File: src/fisr_pkg.sv
package fisr_pkg;

	// one beat on a float lane: valid bit plus single-precision pattern
	typedef struct packed {
		logic        valid;
		logic [31:0] bits;
	} flt_beat_t;

	localparam logic [31:0] GUESS_MAGIC  = 32'h5f3759df;
	localparam logic [31:0] HALF_BITS    = 32'h3f000000;
	localparam logic [31:0] THREE_HALVES = 32'h3fc00000;
	localparam logic [31:0] CANON_NAN    = 32'h7fc00000;

	// register stages of the arithmetic units
	localparam int MUL_LAT  = 3;
	localparam int ADD_LAT  = 3;
	localparam int STEP_LAT = 3 * MUL_LAT + ADD_LAT;

	// leading zero count of a 48-bit word, 48 when all zero
	function automatic logic [5:0] lead_zeros(input logic [47:0] v);
		logic [5:0] n;
		n = 6'd48;
		for (int i = 0; i < 48; i++) begin
			if (v[i]) begin
				n = 6'(47 - i);
			end
		end
		return n;
	endfunction

endpackage

File: src/fisr_fmul.sv
module fisr_fmul (
	input  logic                clk,
	input  logic                arst_n,
	input  logic                in_valid,
	input  logic [31:0]         a,
	input  logic [31:0]         b,
	output fisr_pkg::flt_beat_t res
);

	// stage 1: unpack and multiply significands
	logic [7:0]         ea, eb, eea, eeb;
	logic [23:0]        ma, mb;
	logic               a_zero, b_zero, a_inf, b_inf, a_nan, b_nan;

	assign ea     = a[30:23];
	assign eb     = b[30:23];
	assign eea    = (ea == 8'd0) ? 8'd1 : ea;
	assign eeb    = (eb == 8'd0) ? 8'd1 : eb;
	assign ma     = {ea != 8'd0, a[22:0]};
	assign mb     = {eb != 8'd0, b[22:0]};
	assign a_zero = (ea == 8'd0) && (a[22:0] == 23'd0);
	assign b_zero = (eb == 8'd0) && (b[22:0] == 23'd0);
	assign a_inf  = (ea == 8'hff) && (a[22:0] == 23'd0);
	assign b_inf  = (eb == 8'hff) && (b[22:0] == 23'd0);
	assign a_nan  = (ea == 8'hff) && (a[22:0] != 23'd0);
	assign b_nan  = (eb == 8'hff) && (b[22:0] != 23'd0);

	logic               v_s1, sign_s1, nan_s1, inf_s1, zero_s1;
	logic signed [10:0] ebase_s1;
	logic [47:0]        p_s1;

	always_ff @(posedge clk or negedge arst_n) begin
		if (!arst_n) begin
			v_s1 <= 1'b0;
		end else begin
			v_s1 <= in_valid;
		end
	end

	always_ff @(posedge clk) begin
		sign_s1  <= a[31] ^ b[31];
		nan_s1   <= a_nan | b_nan | (a_inf & b_zero) | (b_inf & a_zero);
		inf_s1   <= a_inf | b_inf;
		zero_s1  <= a_zero | b_zero;
		ebase_s1 <= $signed({3'b000, eea}) + $signed({3'b000, eeb}) - 11'sd126;
		p_s1     <= ma * mb;
	end

	// stage 2: leading zeros, result exponent and shift amount
	logic [5:0]         lz;
	logic signed [10:0] er, sh;

	assign lz = fisr_pkg::lead_zeros(p_s1);
	assign er = ebase_s1 - $signed({5'b00000, lz});
	assign sh = (er >= 11'sd1) ? $signed({5'b00000, lz})
	                           : $signed({5'b00000, lz}) + er - 11'sd1;

	logic               v_s2, sign_s2, nan_s2, inf_s2, zero_s2, ovf_s2;
	logic signed [10:0] sh_s2;
	logic [7:0]         ef_s2;
	logic [47:0]        p_s2;

	always_ff @(posedge clk or negedge arst_n) begin
		if (!arst_n) begin
			v_s2 <= 1'b0;
		end else begin
			v_s2 <= v_s1;
		end
	end

	always_ff @(posedge clk) begin
		sign_s2 <= sign_s1;
		nan_s2  <= nan_s1;
		inf_s2  <= inf_s1;
		zero_s2 <= zero_s1;
		ovf_s2  <= (er >= 11'sd255);
		sh_s2   <= sh;
		ef_s2   <= (er >= 11'sd1) ? er[7:0] : 8'd0;
		p_s2    <= p_s1;
	end

	// stage 3: normalize or denormalize, round to nearest even, pack
	logic signed [10:0] rs;
	logic [5:0]         rsc;
	logic [111:0]       wide;
	logic [47:0]        q;
	logic               stk, rnd;
	logic [30:0]        mag;
	logic [31:0]        rbits;
	logic               v_s3;
	logic [31:0]        bits_s3;

	assign rs   = -sh_s2;
	assign rsc  = (rs > 11'sd63) ? 6'd63 : rs[5:0];
	assign wide = {p_s2, 64'd0} >> rsc;

	always_comb begin
		if (sh_s2 >= 11'sd0) begin
			q   = p_s2 << sh_s2[5:0];
			stk = 1'b0;
		end else begin
			q   = wide[111:64];
			stk = |wide[63:0];
		end
	end

	assign rnd = q[23] & ((|q[22:0]) | stk | q[24]);
	assign mag = {ef_s2, q[46:24]} + {30'd0, rnd};

	always_comb begin
		if (nan_s2) begin
			rbits = fisr_pkg::CANON_NAN;
		end else if (inf_s2 || ovf_s2) begin
			rbits = {sign_s2, 8'hff, 23'd0};
		end else if (zero_s2) begin
			rbits = {sign_s2, 31'd0};
		end else begin
			rbits = {sign_s2, mag};
		end
	end

	always_ff @(posedge clk or negedge arst_n) begin
		if (!arst_n) begin
			v_s3 <= 1'b0;
		end else begin
			v_s3 <= v_s2;
		end
	end

	always_ff @(posedge clk) begin
		bits_s3 <= rbits;
	end

	assign res = {v_s3, bits_s3};

endmodule

File: config.mk
export PLATFORM = sky130hd
export DESIGN_NAME = fisr_fmul
export DESIGN_NICKNAME = d
export VERILOG_FILES = /design/src/fisr_pkg.sv /design/src/fisr_fmul.sv
export SDC_FILE = /design/constraint.sdc
export NUM_CORES = 2
export LEC_CHECK = 0
export ABC_AREA = 1
export BUFFER_PORTS_ARGS = -buffer_cell sky130_fd_sc_hd__buf_2
export CAP_MARGIN = 20
export CORE_MARGIN = 4
export CORE_UTILIZATION = 30
export CTS_BUF_LIST = sky130_fd_sc_hd__clkbuf_4 sky130_fd_sc_hd__clkbuf_8
export CTS_CLUSTER_DIAMETER = 60
export CTS_CLUSTER_SIZE = 8
export DETAILED_ROUTE_END_ITERATION = 7
export HOLD_SLACK_MARGIN = 0.08
export PLACE_DENSITY = 0.42
export SYNTH_ARGS = -nofsm -noshare
export SYNTH_HDL_FRONTEND = slang
export SYNTH_SLANG_ARGS = --single-unit
File: constraint.sdc
create_clock -name clk -period 5.9 [get_ports clk]
set_input_delay 1.18 -clock clk [delete_from_list [all_inputs] [get_ports clk]]
set_output_delay 1.18 -clock clk [all_outputs]
set_load 0.01 [all_outputs]
==> impl_metrics.csv <==
group,metric,value,unit
status,run_status,"finished, violations left",
status,violations,"negative setup slack",
logic_synthesis,yosysSeqAreaShare,11.0,%
detailed_routing,firstDrtPassIters,5,
logic_synthesis,yosysWarningCount,0,
logic_synthesis,syn_area,0.0308,sq mm
clock_network,cts_hold_buffers,0,
logic_synthesis,ys.flop_type,"dfxtp_1",
logic_synthesis,synth_enable_flop_cells,0,
logic_synthesis,ys_ff_latch,169,
worst_setup_path,crit_path_start_kind,"input port",
clock_network,ctsHtreeMaxLevel,4,
timing,setup_viol,29,
worst_setup_path,cp-end-kind,"flip-flop",
logic_synthesis,synthCells,4271,
finish,drive_gt1_share,18.3,%
grt,gr-total-overflow,0,
placed_design,dp_hpwl,84100,um
logic_synthesis,synth.distinct_cells,64,
placed_design,io_buffers,99,
grt,grt_pass1_vias,28122,
worst_setup_path,critPathMaxFanout,2,
run,maxCapViolCount,0,
timing,tightest_slew,1.05,ns
placed_design,place_area,0.0351,sq mm
die,core,0.102,sq mm
detailed_routing,drtIter0Drc,1382,
timing,fin_ws,-1.06,ns
clock_network,clkTransAtPathRegs,0.11,ns
clock_network,clock_sinks,169,
detailed_routing,vias,26866,
die,num_io_pins,100,
die,start_util,30.2,%
logic_synthesis,synth_top_area_share,31.6,%
die,dieArea,0.108,sq mm
detailed_routing,detail-route-antenna-nets,0,
grt,grt_start_max_net_pins,82,
logic_synthesis,syn_nets,5040,
clock_network,clock_latency,0.49,ns
timing,drv_slew,0,
timing,hold_violations,0,
grt,grt_usage,18.3,%
logic_synthesis,synth_top_area_cell,"fa_1",
die,core.rowCount,117,
detailed_routing,finalWirelength,96900,um
timing,period_share,118,%
finish,final_area,0.0372,sq mm
placed_design,gp_congestion,0.902,
logic_synthesis,synthArstFlopShare,1.78,%
detailed_routing,wl_per_cell,16.3,um
grt,grt_pass1_wl,157000,um
logic_synthesis,synth.area.top_cells,"fa_1 32%, nand2_1 14%, inv_1 12%, dfxtp_1 11%, ha_1 8.8%",
timing,whs,0.334,ns
die,die_h,328,um
logic_synthesis,syn_avg_cell_area,7.20,sq um
timing,finClkSkew,0.0231,ns
clock_network,cts_tree,"done",
worst_setup_path,crit_type,"input port to flip-flop",
die,die_width,328,um
detailed_routing,remaining_drc_errors,0,
finish,area_delta_synth_final,21.0,%
timing,max_clock_freq,144,MHz
detailed_routing,vias_per_cell,4.51,
timing,rsz0062_at_grt,"yes",
grt,grt_antenna_before_repair,4,
clock_network,clockBufferDepth,2,
finish,n_fill_cell,10887,
timing,post-route-min-period,6.96,ns
worst_setup_path,arrival,7.35,ns
timing,max_slew_margin,29.2,%
worst_hold_path,hp-class,"flip-flop to flip-flop",
worst_setup_path,critical_path_required,6.29,ns
clock_network,cts_made_buffers,17,
clock_network,root_buffer,"clkbuf_8",
finish,nNetsFinal,5340,
## worst max-delay path: stages
cell	delay, ns
buf_6	0.09
or4_4	0.54
nor2_4	0.19
clkinv_4	0.13
nand2_2	0.08
fa_1	0.42
fa_1	0.49
inv_1	0.05
fa_1	0.49
inv_2	0.04
fa_2	0.58
fa_1	0.44
fa_1	0.48
inv_1	0.05
fa_1	0.48
ha_4	0.28
nand2_4	0.08
nor2_4	0.05
a2111oi_4	0.40
o21bai_2	0.13
nand2_1	0.10
nand2_2	0.07
nand2_2	0.07
nand2_2	0.06
a21oi_2	0.16
o31ai_2	0.08
xor2_1	0.14
## layout make-up
cell class / instances / area (sq um) / share of cell area, %
antenna: 2 / 5.00 / 0.0134
clock buffer: 18 / 248 / 0.666
clock inverter: 14 / 146 / 0.393
inverter: 969 / 3650 / 9.82
multi-input combinational: 2897 / 23900 / 64.3
sequential: 169 / 3400 / 9.14
tap: 1368 / 1710 / 4.60
timing repair buffer: 516 / 4130 / 11.1
timing repair inverter: 1 / 7.51 / 0.0202
## sequential cells by signal, indices dropped and copies added (netlist names), 8 cells and up
| signal | count |
|---|---|
| bits_s3 | 32 |
| p_s1 | 48 |
| sh_s2 | 11 |
| p_s2 | 48 |
| ef_s2 | 8 |
| ebase_s1 | 10 |
## cells in the final DEF (no fill, tap or decap), types with 66 or more instances in the layout
| cell | n |
|---|---|
| o21ai_1 | 66 |
| dfxtp_1 | 163 |
| nand2_1 | 1100 |
| buf_4 | 369 |
| a21oi_1 | 76 |
| ha_1 | 186 |
| nor2_1 | 169 |
| inv_1 | 920 |
| nand3_1 | 66 |
| buf_2 | 71 |
| o21ai_0 | 256 |
| fa_1 | 472 |
## cell usage after synthesis, types with 17 or more instances
cell and number:
o22ai_1 19, buf_2 21, nor3_1 24, nand2_1 1153, nor2_1 178, xnor2_1 17
dfxtp_1 166, clkbuf_1 192, nand4_1 24, o21ai_1 56, xor2_1 52, a21oi_1 105
inv_1 955, fa_1 485, o21ai_0 278, ha_1 217, nand3_1 77, mux2i_1 53
nor4_1 22
## logic make-up after synthesis
group / Yosys count / synth area share [%]
buffers and inverters: 1205 / 15.0
muxes: 53 / 1.72
xor gates and xnor gates: 69 / 1.96
and+or+nand+nor: 1531 / 20.2
adders and majority gates: 702 / 40.4
DFF: 169 / 11.0
AOI/OAI and AO/OA: 542 / 9.67
## worst paths after layout
path / startpoint / to / slack [ns] / cells after the start
min in group asynchronous: arst_n / v_s3$_DFF_PN0_ / 0.47 / 1
setup reg to reg: p_s1[1]$_DFF_P_ / sh_s2[10]$_SDFF_PP0_ / 0.09 / 73
hold / removal: nan_s1$_DFF_P_ / nan_s2$_DFF_P_ / 0.33 / 0
hold reg to reg: nan_s1$_DFF_P_ / nan_s2$_DFF_P_ / 0.33 / 0
max in group asynchronous: arst_n / v_s1$_DFF_PN0_ / 5.32 / 1
setup / recovery: b[28] / p_s1[44]$_DFF_P_ / -1.06 / 27
## metal layers
metal	vias up	track usage, %	part of all wire [%]
met5	-	0	0
met4	0	4.83	2.6
met3	95	1.40	2.8
met2	420	30.7	47
met1	12956	25.6	48
li1	13395	-	-
## per-stage QoR
step	TNS, ns	setup WS (ns)	cells	utilization, %
2_1_floorplan	-30.21	-1.50	4271	-
3_3_place_gp	-45.85	-2.01	5870	34.5
3_5_place_dp	-45.45	-1.98	5870	34.5
4_1_cts	-22.35	-1.11	5938	35.6
5_1_grt	-37.84	-1.21	5953	36.6
6_report	-21.79	-1.06	5954	36.6
## repair_timing
item / CTS / global route
cloned: 0 / 2
pin swaps: 92 / 139
buffers inserted: 38 / 24
setup endpoints to repair: 31 / 51
gates resized for setup: 138 / 236
Power is not shown: default switching activity piles up to over one toggle a cycle in this logic, so the estimate is an artifact.
